File: src/hw/rtl/rss_pkg.sv
`timescale 1ns / 1ps
// ----------------------------------------------------------------------------
// rss_pkg: shared types and constants for the random sample set
// Opcodes, status codes, controller states and the command/status
// structs that join the controller to the datapath.
// ----------------------------------------------------------------------------
package rss_pkg;

    // default table size
    localparam int CAPACITY_DEF = 64;

    // fixed field widths
    localparam int DATA_W    = 32;
    localparam int OP_W      = 2;
    localparam int ST_W      = 2;

    // restoring divider: one quotient bit per step
    localparam int DIV_STEPS = DATA_W;
    localparam int DIV_CNT_W = $clog2(DIV_STEPS + 1);

    // request opcodes (code 3 has no meaning)
    typedef enum logic [OP_W-1:0] {
        OP_INSERT = 2'd0,
        OP_REMOVE = 2'd1,
        OP_SAMPLE = 2'd2
    } t_opcode;

    // result status codes
    typedef enum logic [ST_W-1:0] {
        ST_DONE   = 2'd0,
        ST_REJECT = 2'd1,
        ST_FULL   = 2'd2,
        ST_EMPTY  = 2'd3
    } t_status;

    // controller states
    typedef enum logic [3:0] {
        S_IDLE,
        S_DISPATCH,
        S_READ,
        S_CMP,
        S_APPEND,
        S_MOVE_RD,
        S_MOVE_WR,
        S_DIV,
        S_SMP_RSP
    } t_state;

    // table read address source
    typedef enum logic [1:0] {
        AS_IDX,
        AS_LAST,
        AS_REM
    } t_addr_sel;

    // table write source: append at the end, or move last entry into hole
    typedef enum logic {
        WS_APPEND,
        WS_MOVE
    } t_wr_sel;

    // controller -> datapath
    typedef struct packed {
        logic      load;
        logic      scan_clr;
        logic      scan_inc;
        logic      rd_en;
        t_addr_sel rd_sel;
        logic      wr_en;
        t_wr_sel   wr_sel;
        logic      cnt_inc;
        logic      cnt_dec;
        logic      div_start;
        logic      div_step;
        logic      respond;
        t_status   resp_status;
        logic      resp_sample;
    } t_dp_cmd;

    // datapath -> controller
    typedef struct packed {
        logic [OP_W-1:0] op;
        logic            hit;
        logic            last;
        logic            empty;
        logic            full;
        logic            div_done;
    } t_dp_sts;

endpackage

File: src/hw/rtl/rss_ram.sv
`timescale 1ns / 1ps
// ----------------------------------------------------------------------------
// rss_ram: generic single-write, single-read RAM
// One write port and one read port, read data registered.
// ----------------------------------------------------------------------------
module rss_ram #(
    parameter int WIDTH = 32,
    parameter int DEPTH = 64
) (
    input  logic                     i_clk,
    input  logic                     i_wr_en,
    input  logic [$clog2(DEPTH)-1:0] i_wr_addr,
    input  logic [WIDTH-1:0]         i_wr_data,
    input  logic                     i_rd_en,
    input  logic [$clog2(DEPTH)-1:0] i_rd_addr,
    output logic [WIDTH-1:0]         o_rd_data
);

    logic [WIDTH-1:0] r_mem [DEPTH];
    logic [WIDTH-1:0] r_rd_data;

    always_ff @(posedge i_clk) begin
        if (i_wr_en) begin
            r_mem[i_wr_addr] <= i_wr_data;
        end
        if (i_rd_en) begin
            r_rd_data <= r_mem[i_rd_addr];
        end
    end

    assign o_rd_data = r_rd_data;

endmodule

File: src/hw/rtl/rss_ctrl.sv
`timescale 1ns / 1ps
// ----------------------------------------------------------------------------
// rss_ctrl: request sequencer
// Walks each request through scan, update, divide and respond steps and
// drives the datapath with one command word per cycle.
// ----------------------------------------------------------------------------
module rss_ctrl (
    input  logic             i_clk,
    input  logic             i_rst_n,
    input  logic             i_start,
    input  rss_pkg::t_dp_sts i_sts,
    output rss_pkg::t_dp_cmd o_cmd,
    output logic             o_busy
);

    rss_pkg::t_state r_state;
    rss_pkg::t_state n_state;

    // state register
    always_ff @(posedge i_clk) begin
        if (!i_rst_n) begin
            r_state <= rss_pkg::S_IDLE;
        end else begin
            r_state <= n_state;
        end
    end

    // next state and commands
    always_comb begin
        n_state = r_state;
        o_cmd   = '0;
        case (r_state)
            rss_pkg::S_IDLE: begin
                if (i_start) begin
                    o_cmd.load = 1'b1;
                    n_state    = rss_pkg::S_DISPATCH;
                end
            end

            rss_pkg::S_DISPATCH: begin
                o_cmd.scan_clr = 1'b1;
                case (i_sts.op)
                    rss_pkg::OP_INSERT: begin
                        n_state = i_sts.empty ? rss_pkg::S_APPEND : rss_pkg::S_READ;
                    end
                    rss_pkg::OP_REMOVE: begin
                        if (i_sts.empty) begin
                            o_cmd.respond     = 1'b1;
                            o_cmd.resp_status = rss_pkg::ST_REJECT;
                            n_state           = rss_pkg::S_IDLE;
                        end else begin
                            n_state = rss_pkg::S_READ;
                        end
                    end
                    rss_pkg::OP_SAMPLE: begin
                        if (i_sts.empty) begin
                            o_cmd.respond     = 1'b1;
                            o_cmd.resp_status = rss_pkg::ST_EMPTY;
                            n_state           = rss_pkg::S_IDLE;
                        end else begin
                            o_cmd.div_start = 1'b1;
                            n_state         = rss_pkg::S_DIV;
                        end
                    end
                    default: begin
                        // unknown opcode: nothing changes
                        o_cmd.respond     = 1'b1;
                        o_cmd.resp_status = rss_pkg::ST_REJECT;
                        n_state           = rss_pkg::S_IDLE;
                    end
                endcase
            end

            // fetch the entry under the scan index
            rss_pkg::S_READ: begin
                o_cmd.rd_en  = 1'b1;
                o_cmd.rd_sel = rss_pkg::AS_IDX;
                n_state      = rss_pkg::S_CMP;
            end

            // compare it with the request value
            rss_pkg::S_CMP: begin
                if (i_sts.hit) begin
                    if (i_sts.op == rss_pkg::OP_REMOVE) begin
                        n_state = rss_pkg::S_MOVE_RD;
                    end else begin
                        o_cmd.respond     = 1'b1;
                        o_cmd.resp_status = rss_pkg::ST_REJECT;
                        n_state           = rss_pkg::S_IDLE;
                    end
                end else if (i_sts.last) begin
                    if (i_sts.op == rss_pkg::OP_INSERT && !i_sts.full) begin
                        n_state = rss_pkg::S_APPEND;
                    end else begin
                        o_cmd.respond     = 1'b1;
                        o_cmd.resp_status = (i_sts.op == rss_pkg::OP_INSERT) ?
                                            rss_pkg::ST_FULL : rss_pkg::ST_REJECT;
                        n_state           = rss_pkg::S_IDLE;
                    end
                end else begin
                    o_cmd.scan_inc = 1'b1;
                    n_state        = rss_pkg::S_READ;
                end
            end

            rss_pkg::S_APPEND: begin
                o_cmd.wr_en       = 1'b1;
                o_cmd.wr_sel      = rss_pkg::WS_APPEND;
                o_cmd.cnt_inc     = 1'b1;
                o_cmd.respond     = 1'b1;
                o_cmd.resp_status = rss_pkg::ST_DONE;
                n_state           = rss_pkg::S_IDLE;
            end

            // removal: fetch the last entry, then drop it into the hole
            rss_pkg::S_MOVE_RD: begin
                o_cmd.rd_en  = 1'b1;
                o_cmd.rd_sel = rss_pkg::AS_LAST;
                n_state      = rss_pkg::S_MOVE_WR;
            end

            rss_pkg::S_MOVE_WR: begin
                o_cmd.wr_en       = 1'b1;
                o_cmd.wr_sel      = rss_pkg::WS_MOVE;
                o_cmd.cnt_dec     = 1'b1;
                o_cmd.respond     = 1'b1;
                o_cmd.resp_status = rss_pkg::ST_DONE;
                n_state           = rss_pkg::S_IDLE;
            end

            // divide; on completion read the entry at the remainder
            rss_pkg::S_DIV: begin
                if (i_sts.div_done) begin
                    o_cmd.rd_en  = 1'b1;
                    o_cmd.rd_sel = rss_pkg::AS_REM;
                    n_state      = rss_pkg::S_SMP_RSP;
                end else begin
                    o_cmd.div_step = 1'b1;
                end
            end

            rss_pkg::S_SMP_RSP: begin
                o_cmd.respond     = 1'b1;
                o_cmd.resp_status = rss_pkg::ST_DONE;
                o_cmd.resp_sample = 1'b1;
                n_state           = rss_pkg::S_IDLE;
            end

            default: begin
                n_state = rss_pkg::S_IDLE;
            end
        endcase
    end

    assign o_busy = (r_state != rss_pkg::S_IDLE);

endmodule

File: src/hw/rtl/rss_dpath.sv
`timescale 1ns / 1ps
// ----------------------------------------------------------------------------
// rss_dpath: set storage and arithmetic
// Member table RAM, member count, scan index, bit-serial restoring
// divider for the sample index, and the result register.
// ----------------------------------------------------------------------------
module rss_dpath #(
    parameter int CAPACITY = rss_pkg::CAPACITY_DEF
) (
    input  logic                                 i_clk,
    input  logic                                 i_rst_n,
    input  rss_pkg::t_dp_cmd                     i_cmd,
    output rss_pkg::t_dp_sts                     o_sts,
    input  logic [rss_pkg::OP_W-1:0]             i_opcode,
    input  logic signed [rss_pkg::DATA_W-1:0]    i_value,
    input  logic [rss_pkg::DATA_W-1:0]           i_random_word,
    output logic                                 o_done,
    output logic [rss_pkg::ST_W-1:0]             o_status,
    output logic signed [rss_pkg::DATA_W-1:0]    o_sampled_value,
    output logic [$clog2(CAPACITY+1)-1:0]        o_member_count
);

    localparam int IDX_W = $clog2(CAPACITY);
    localparam int CNT_W = $clog2(CAPACITY + 1);

    // request registers
    logic [rss_pkg::OP_W-1:0]   r_op;
    logic [rss_pkg::DATA_W-1:0] r_value;

    // control state
    logic [CNT_W-1:0]              r_count, n_count;
    logic [IDX_W-1:0]              r_idx, n_idx;
    logic [rss_pkg::DIV_CNT_W-1:0] r_div_cnt, n_div_cnt;
    logic                          r_done;

    // divider and result payload
    logic [CNT_W-1:0]           r_rem, n_rem;
    logic [rss_pkg::DATA_W-1:0] r_dvd, n_dvd;
    logic [rss_pkg::ST_W-1:0]   r_status;
    logic [rss_pkg::DATA_W-1:0] r_sampled;

    // table ports
    logic [IDX_W-1:0]           rd_addr, wr_addr;
    logic [rss_pkg::DATA_W-1:0] wr_data, rd_data;
    logic [CNT_W-1:0]           cnt_m1;
    logic [CNT_W:0]             rem_sh;
    logic [CNT_W:0]             cnt_ext;

    assign cnt_m1  = r_count - CNT_W'(1);
    assign rem_sh  = {r_rem, r_dvd[rss_pkg::DATA_W-1]};
    assign cnt_ext = {1'b0, r_count};

    // table address and data selection
    always_comb begin
        case (i_cmd.rd_sel)
            rss_pkg::AS_LAST: rd_addr = cnt_m1[IDX_W-1:0];
            rss_pkg::AS_REM:  rd_addr = r_rem[IDX_W-1:0];
            default:          rd_addr = r_idx;
        endcase
        if (i_cmd.wr_sel == rss_pkg::WS_MOVE) begin
            wr_addr = r_idx;
            wr_data = rd_data;
        end else begin
            wr_addr = r_count[IDX_W-1:0];
            wr_data = r_value;
        end
    end

    rss_ram #(
        .WIDTH (rss_pkg::DATA_W),
        .DEPTH (CAPACITY)
    ) u_table (
        .i_clk     (i_clk),
        .i_wr_en   (i_cmd.wr_en),
        .i_wr_addr (wr_addr),
        .i_wr_data (wr_data),
        .i_rd_en   (i_cmd.rd_en),
        .i_rd_addr (rd_addr),
        .o_rd_data (rd_data)
    );

    // count, scan index and divider next values
    always_comb begin
        n_count   = r_count;
        n_idx     = r_idx;
        n_div_cnt = r_div_cnt;
        n_rem     = r_rem;
        n_dvd     = r_dvd;
        if (i_cmd.cnt_inc) begin
            n_count = r_count + CNT_W'(1);
        end else if (i_cmd.cnt_dec) begin
            n_count = cnt_m1;
        end
        if (i_cmd.scan_clr) begin
            n_idx = '0;
        end else if (i_cmd.scan_inc) begin
            n_idx = r_idx + IDX_W'(1);
        end
        if (i_cmd.load) begin
            n_dvd = i_random_word;
        end
        if (i_cmd.div_start) begin
            n_rem     = '0;
            n_div_cnt = rss_pkg::DIV_CNT_W'(rss_pkg::DIV_STEPS);
        end else if (i_cmd.div_step) begin
            // one restoring step: shift in the next dividend bit
            if (rem_sh >= cnt_ext) begin
                n_rem = CNT_W'(rem_sh - cnt_ext);
            end else begin
                n_rem = rem_sh[CNT_W-1:0];
            end
            n_dvd     = r_dvd << 1;
            n_div_cnt = r_div_cnt - rss_pkg::DIV_CNT_W'(1);
        end
    end

    // control registers
    always_ff @(posedge i_clk) begin
        if (!i_rst_n) begin
            r_count   <= '0;
            r_idx     <= '0;
            r_div_cnt <= '0;
            r_done    <= 1'b0;
        end else begin
            r_count   <= n_count;
            r_idx     <= n_idx;
            r_div_cnt <= n_div_cnt;
            r_done    <= i_cmd.respond;
        end
    end

    // payload registers
    always_ff @(posedge i_clk) begin
        r_rem <= n_rem;
        r_dvd <= n_dvd;
        if (i_cmd.load) begin
            r_op    <= i_opcode;
            r_value <= i_value;
        end
        if (i_cmd.respond) begin
            r_status  <= i_cmd.resp_status;
            r_sampled <= i_cmd.resp_sample ? rd_data : '0;
        end
    end

    // status back to the controller
    assign o_sts.op       = r_op;
    assign o_sts.hit      = (rd_data == r_value);
    assign o_sts.last     = (r_idx == cnt_m1[IDX_W-1:0]);
    assign o_sts.empty    = (r_count == '0);
    assign o_sts.full     = (r_count == CNT_W'(CAPACITY));
    assign o_sts.div_done = (r_div_cnt == '0);

    assign o_done          = r_done;
    assign o_status        = r_status;
    assign o_sampled_value = r_sampled;
    assign o_member_count  = r_count;

endmodule

File: src/hw/rtl/random_sample_set_top.sv
`timescale 1ns / 1ps
// ----------------------------------------------------------------------------
// random_sample_set_top: set of distinct 32-bit values with random sampling
// Insert, remove and sample requests over a dense member table searched
// entry by entry; sample index is random_word modulo the member count.
// ----------------------------------------------------------------------------
//
//  Channel   Direction  Handshake                 Word
//  request   in         i_start high, o_busy low  i_opcode, i_value, i_random_word
//  result    out        o_done strobe, one cycle  o_status, o_sampled_value,
//                                                 o_member_count
//
//  Sample: the 32-step divider runs, then the entry at the remainder is read and returned.
//  Search: each entry examined is read and then compared; the search ends by
//  settling the word, or goes on to an append or to a removal's move.
//  Empty-set remove or sample and the unused opcode are answered from dispatch.
//  Reset: i_rst_n synchronous, clears the member count and the controller.
//  o_busy is low again in the o_done cycle; the receiver cannot stall.
//
module random_sample_set_top #(
    parameter int CAPACITY = rss_pkg::CAPACITY_DEF
) (
    input  logic                                 i_clk,
    input  logic                                 i_rst_n,
    input  logic                                 i_start,
    output logic                                 o_busy,
    input  logic [rss_pkg::OP_W-1:0]             i_opcode,
    input  logic signed [rss_pkg::DATA_W-1:0]    i_value,
    input  logic [rss_pkg::DATA_W-1:0]           i_random_word,
    output logic                                 o_done,
    output logic [rss_pkg::ST_W-1:0]             o_status,
    output logic signed [rss_pkg::DATA_W-1:0]    o_sampled_value,
    output logic [$clog2(CAPACITY+1)-1:0]        o_member_count
);

    rss_pkg::t_dp_cmd cmd;
    rss_pkg::t_dp_sts sts;

    // sequencer
    rss_ctrl u_ctrl (
        .i_clk   (i_clk),
        .i_rst_n (i_rst_n),
        .i_start (i_start),
        .i_sts   (sts),
        .o_cmd   (cmd),
        .o_busy  (o_busy)
    );

    // storage and arithmetic
    rss_dpath #(
        .CAPACITY (CAPACITY)
    ) u_dpath (
        .i_clk           (i_clk),
        .i_rst_n         (i_rst_n),
        .i_cmd           (cmd),
        .o_sts           (sts),
        .i_opcode        (i_opcode),
        .i_value         (i_value),
        .i_random_word   (i_random_word),
        .o_done          (o_done),
        .o_status        (o_status),
        .o_sampled_value (o_sampled_value),
        .o_member_count  (o_member_count)
    );

    // result strobe only once the sequencer is back to idle
    a_done_idle: assert property (@(posedge i_clk) disable iff (!i_rst_n)
        o_done |-> !o_busy)
        else $error("result strobe while sequencer busy");

    // the member count never exceeds the table size
    a_count_range: assert property (@(posedge i_clk) disable iff (!i_rst_n)
        o_member_count <= CAPACITY)
        else $error("member count beyond capacity");

    // a failed request leaves the member count alone
    a_fail_keeps_count: assert property (@(posedge i_clk) disable iff (!i_rst_n)
        (o_done && o_status != rss_pkg::ST_DONE) |-> $stable(o_member_count))
        else $error("failed request changed the member count");

    // a failed request returns no sampled value
    a_fail_zero_sample: assert property (@(posedge i_clk) disable iff (!i_rst_n)
        (o_done && o_status != rss_pkg::ST_DONE) |-> (o_sampled_value == '0))
        else $error("failed request returned a sampled value");

endmodule
File: config.mk
export PLATFORM = sky130hd
export DESIGN_NAME = random_sample_set_top
export DESIGN_NICKNAME = d
export VERILOG_FILES = /design/src/hw/rtl/rss_pkg.sv /design/src/hw/rtl/rss_ram.sv /design/src/hw/rtl/rss_ctrl.sv /design/src/hw/rtl/rss_dpath.sv /design/src/hw/rtl/random_sample_set_top.sv
export SDC_FILE = /design/constraint.sdc
export NUM_CORES = 2
export LEC_CHECK = 0
export ABC_AREA = 1
export BUFFER_PORTS_ARGS = -buffer_cell sky130_fd_sc_hd__buf_2
export CAP_MARGIN = 20
export CORE_MARGIN = 2
export CORE_UTILIZATION = 55
export CTS_BUF_LIST = sky130_fd_sc_hd__clkbuf_4 sky130_fd_sc_hd__clkbuf_8
export CTS_CLUSTER_DIAMETER = 60
export CTS_CLUSTER_SIZE = 40
export DETAILED_ROUTE_END_ITERATION = 10
export PLACE_DENSITY_LB_ADDON = 0.3
export SYNTH_ARGS = -nofsm -noshare
export SYNTH_HDL_FRONTEND = slang
export SYNTH_HIERARCHICAL = 1
export SYNTH_SLANG_ARGS = --single-unit
File: constraint.sdc
create_clock -name i_clk -period 8.7 [get_ports i_clk]
set_input_delay 1.74 -clock i_clk [delete_from_list [all_inputs] [get_ports i_clk]]
set_output_delay 1.74 -clock i_clk [all_outputs]
set_load 0.03 [all_outputs]
======== Yosys cells after proc, flatten, opt, wreduce, memory -nomap -nowiden ========
Memory sizes are Yosys's and may differ from the RTL's. A register that Yosys moved wholly into a read port is not among the register bits.
Cells that the tools add are included.
word-level totals
  register bits ........................... 131
  bits in writable memories ............... 2048
  output and inout port bits .............. 43
  word-level logic and storage cells ...... 100
  memories kept ........................... 1
operators by class
  $add $sub $neg .......................... 5
  magnitude comparators ................... 1
  eq/ne operators ......................... 17
  mux-type cells .......................... 50
  bitwise logic cells ..................... 1
  reduce and logical (&&, ||, !) cells .... 13
memory list
  name                   words  bits a word  read ports  clocked after memory_dff  write ports  line           source
  u_dpath.u_table.r_mem  64     32           1           1                         1            rss_ram.sv:19  logic [WIDTH-1:0] r_mem [DEPTH];
operator list
  cell                   count
  $mux W32               4
  $mux W3                11
  $eq A32 B32 Y1         1
  $pmux W3 S3            3
  $pmux W4 S6            1
  $mux W7                3
  $mux W6                3
  $eq A4 B3 Y1 const B   4
  $mux W1                16
  $mux W4                4
  $pmux W4 S3            1
  $pmux W6 S2            1
  $eq A4 B2 Y1 const B   2
  $ge A8 B7 Y1           1
  $add A7 B1 Y7 const B  1
  $eq A7 B7 Y1 const B   1
  $logic_not A7 Y1       1
  $sub A7 B1 Y7 const B  1
  $sub A7 B7 Y7          1
  $add A6 B1 Y6 const B  1
  $eq A6 B6 Y1           1
  $logic_not A6 Y1       1
  $sub A6 B1 Y6 const B  1
  $eq A2 B1 Y1 const B   2
  16 further kinds       21

======== Depth between registers and ports, before layout ========
  word-level depth ........................ 7
  gate-level depth with buffers ........... 23
  mapped depth without buffers ............ 19

======== Hierarchy ========
Netlist, hierarchy kept.
modules (own cells, without submodules)
  module     times used  cells an instance  area an instance (µm²)  seq. area each (µm²)
  rss_ram    1           6769               83058.4                 62459.9
  rss_dpath  1           747                6444.9                  3223.1
  rss_ctrl   1           89                 474.2                   80.1

======== Worst setup path after synthesis ========
Ideal clock, no wire load.
  path type ............................... flip-flop to flip-flop
  start ................................... reg u_ctrl.r_state[3]
  end ..................................... mem u_dpath.u_table.r_mem[50][0] (enable)
  library setup time ...................... 503 ps
  arrival time ............................ 5080 ps
  slack ................................... 3117 ps
  stages on the path, launching flop included .. 12
  path buffers ............................ 4
  period minus slack after synthesis ...... 5583 ps
  cell sequence ........................... dfxtp_1 -> inv_1 -> nand2_1 -> nor3_1 -> buf_4 -> buf_2 -> clkbuf_1 -> nand2_1 -> o21ai_0 -> clkbuf_1 -> inv_1 -> nor4_1
RTL lines
  element                   line            source
  start: declaration        rss_ctrl.sv:16  rss_pkg::t_state r_state;
  start signal: assignment  rss_ctrl.sv:22  r_state <= rss_pkg::S_IDLE;
  start signal: assignment  rss_ctrl.sv:24  r_state <= n_state;
  end: declaration          rss_ram.sv:19

==> metrics.md <==
| Metric | Value |
|---|---|
| Final nets | 7613 |
| Post-route ant nets | 0 |
| Cell area after synthesis | 0.08998 sq mm |
| PortBufs | 111 |
| First-pass GRT wire length | 374.2 mm |
| Worst r2r src | u_dpath/r_div_cnt[0] |
| RSZ-0062 raised after global routing | no |
| Class of the worst hold path | flop to flop |
| Area share of and/or/nand/nor cells after synthesis | 0.2208 |
| R2R setup slack | 3260 ps |
| Critical path endpoint category | flop |
| Gr usage total | 0.3031 |
| Compound-cell area share of the yosys netlist | 0.007606 |
| Commonest cells after routing, fill and taps aside | nand2_1 (2431), edfxtp_1 (2148), nand3_1 (1936), clkbuf_8 (140), buf_4 (133) |
| Detailed-router iteration count before antenna repair | 9 |
| CTS Hold Bufs | 0 |
| Yosys warns | 6 |
| Internal power | 13990 uW |
| Largest net degree at the start of global routing | 212 |
| Via count | 60399 |
| Layout cells sized above 1 | 0.08531 |
| Routed wire length | 256.1 mm |
| Unique masters post-synth | 49 |
| Chip height | 408.5 microns |
| Crit-path most repeated cell | nand2_1 |
| Post-CTS setup buffer count | 0 |
| Crit-path max cell delay | 750 ps |
| Measured slew at the worst slew-check pin | 1135 ps |
| # H-tree levels | 4 |
| Vias/cell | 6.149 |
| Worst setup SP type | flop |
| Worst Path Required | 9410 ps |
| Worst vdd rail ir drop | 0.2000 mV |
| Clock network power share | 0.303 |
| Cells after synthesis | 7605 |
| Fill cell count | 12835 |
| DP Worst Slack | 3380 ps |
| Final TNS setup | 0 ps |
| Per-cell routed wire length | 26.08 microns |
| Dpl hpwl | 136.0 mm |
| Max Fclk | 184.0 MHz |
| Pwr Density | 191.4 mW/mm^2 |
| Crit Path Class | flop to flop |
| Worst path slowest cell | buf_4 |
| DRC marker count from the first detailed-route iteration | 9758 |
| Commonest non-fill, non-tap cell in the layout | nand2_1 |
| #FFs+latches synth | 2211 |
| Crit Path Max Fanout | 88 |
| Clock Path Buffers | 3 |
| Routability cong. | 0.8914 |
| Net Sw Frac | 0.2395 |
| Worst-Skew Late Latency | 980 ps |
| Die ar. | 0.1668 sq mm |
| Post-Synth XOR/XNOR Area | 0.003685 |
| Mux cell area share after synthesis | 0.002489 |
| TritonCTS clock tree | built |
| Gr ovfl total | 0 |
| Max-cap viol count | 0 |
| Sink Count | 2211 |
| Post-cts gate resize count | 0 |
| Worst reg-to-reg path cell count | 18 |
| Post-layout minimum cycle time | 5436 ps |
| End of the worst hold path | u_dpath/r_dvd[16] |
| Setup violations, final | 0 |
| Layout area overhead | 6.861% |
| Adder-Cell Fraction of Synth Area | 0.002308 |
| # DRC | 0 |
| Num rows | 148 |
| CTS clk-pin slew, worst paths | 160 ps |
| Syn_nets | 7690 |
| Hold Crit Depth | 2 |
| Worst clock skew | 102.0 ps |
| Setup ws final | 3264 ps |
| Synth async-reset ratio | 0 |
| Fin. Hold Viols | 0 |
| Synth Flop Type | edfxtp_1 |
| Status | completed |
| # IOs | 112 |
| Leakage power | 0.03345 uW |
| CTS root buffer | clkbuf_8 |
| EDFF count, synth | 2148 |
| Combinational cell fraction of total power | 0.050 |
| Largest family of logic cells by synthesized area | simple AND/OR/NAND/NOR gates |
| Initial Util | 0.5534 |
| Crit path DAT | 6140 ps |
| Vias in the first global route | 56770 |
| R2R Path End | u_dpath/u_table/o_rd_data[30] |
| Psw | 4407 uW |
| Die width | 408.5 microns |
| Fin. max-slew vios | 0 |
| Tcrit/Tclk final | 0.6248 |
| Synthesized area per cell | 11.83 sq um |
| Max-slew headroom | 0.2432 |
| Crit-path cells | inv_1 -> ha_1 -> nand2_1 -> nor3_1 -> nand2_1 -> inv_1 -> ha_1 -> a21oi_1 -> a22oi_2 -> buf_4 -> inv_8 -> buf_4 -> nand3_1 -> nand3_1 -> nand3_1 -> nand2_1 -> nand2_1 -> nand2_1 |
| CORE AREA | 0.1626 sq mm |
| Reg power frac | 0.646 |
| Sequential share of the synthesized area | 0.7309 |
| Fin util | 0.5914 |
| Initial antenna violation count | 13 |
| Hold_sp | u_dpath/r_dvd[15] |
| CTS Buf Count | 135 |
worst max-delay path: cells and delay by family, from the launching register on:
family,cells,cell delay (ps)
adders and majority gates,2,600
DFF,1,330
buffers and inverters,5,1920
and+or+nand+nor,9,1910
AOI/OAI and AO/OA,2,280
layout make-up:
type | instances | area [sq um] | area share
Tap cell | 2175 | 2721 | 0.02830
Inverter | 135 | 544.3 | 0.005661
Clock buffer | 143 | 1949 | 0.02027
Antenna cell | 5 | 12.51 | 0.0001301
Multi-Input combinational cell | 4783 | 22000 | 0.2288
Timing Repair Buffer | 262 | 1909 | 0.01986
Clock inverter | 109 | 1251 | 0.01301
Sequential cell | 2211 | 65760 | 0.6840
power by group through the flow:
stage          logic [uW]  clock network [uW]  registers, uW
2_1_floorplan         501                   0          12200
3_3_place_gp          879                   0          12100
3_5_place_dp          902                   0          12100
4_1_cts               904                5620          11900
5_1_grt               987                5970          11900
6_report              923                5580          11900
flip-flops by register name, indices dropped and copies added, names as in the netlist:
name	flops
u_dpath/o_sampled_value	32
u_dpath/r_div_cnt	6
u_dpath/r_dvd	32
u_dpath/o_member_count	7
u_dpath/r_idx	6
u_dpath/r_value	32
u_dpath/o_done	1
u_dpath/r_rem	7
u_dpath/u_table/o_rd_data	32
u_dpath/u_table/r_mem	2048
u_dpath/r_op	2
u_ctrl/r_state	4
u_dpath/o_status	2
kinds of logic after synthesis:
group           after synthesis
buf+inv                     611
compound gates              128
fa+ha+maj                    16
xor+xnor                     37
mux                          20
simple gates               4582
flops                      2211
synthesized netlist by cell type, types with 12 or more instances:
library cell,number,area [sq um]
a21oi_1,31,155.2
buf_1,40,150.1
buf_2,290,1451
buf_4,50,375.4
clkbuf_1,90,337.8
dfxtp_1,63,1261
edfxtp_1,2148,64500
ha_1,15,187.7
inv_1,127,476.7
mux2_2,19,214.0
nand2_1,2431,9125
nand2_2,12,75.07
nand3_1,1936,9689
nand4_1,24,150.1
nor2_1,135,506.7
o21ai_0,70,350.3
o21ai_1,14,70.07
xnor2_1,29,254.0
layer usage:
layer / part of all wire / wire length (microns) / track usage
met5: 0.000051 / 13 / 0
met4: 0.054 / 13960 / 0.1485
met3: 0.12 / 31440 / 0.06296
met2: 0.46 / 118000 / 0.4738
met1: 0.36 / 92690 / 0.4073
per-stage QoR:
stage                     area (sq um)  std cells  hold WS (ps)  power, uW
after floorplan                  89980       7605         423.0      12660
after global placement           92920       9565         438.5      13010
after detailed placement         92920       9565         443.3      13040
after CTS                        96120       9817         467.5      18420
after global routing             96140       9819         484.2      18860
final                            96150       9823         457.5      18400
worst max path at each step:
stage	slack (ps)	endpoint	cells past startpoint	startpoint
global route	3050	u_dpath/u_table/o_rd_data[30]	18	u_dpath/r_div_cnt[0]
finish	3260	u_dpath/u_table/o_rd_data[30]	18	u_dpath/r_div_cnt[0]
detailed placement	3380	u_dpath/u_table/o_rd_data[30]	17	u_dpath/r_div_cnt[2]
floorplan	3120	u_dpath/u_table/r_mem[50][0]	11	u_ctrl/r_state[3]
CTS	3370	u_dpath/u_table/o_rd_data[30]	17	u_dpath/r_div_cnt[2]
global placement	3510	u_dpath/u_table/o_rd_data[16]	18	u_dpath/r_div_cnt[1]
(Power assumes the default switching activity.)
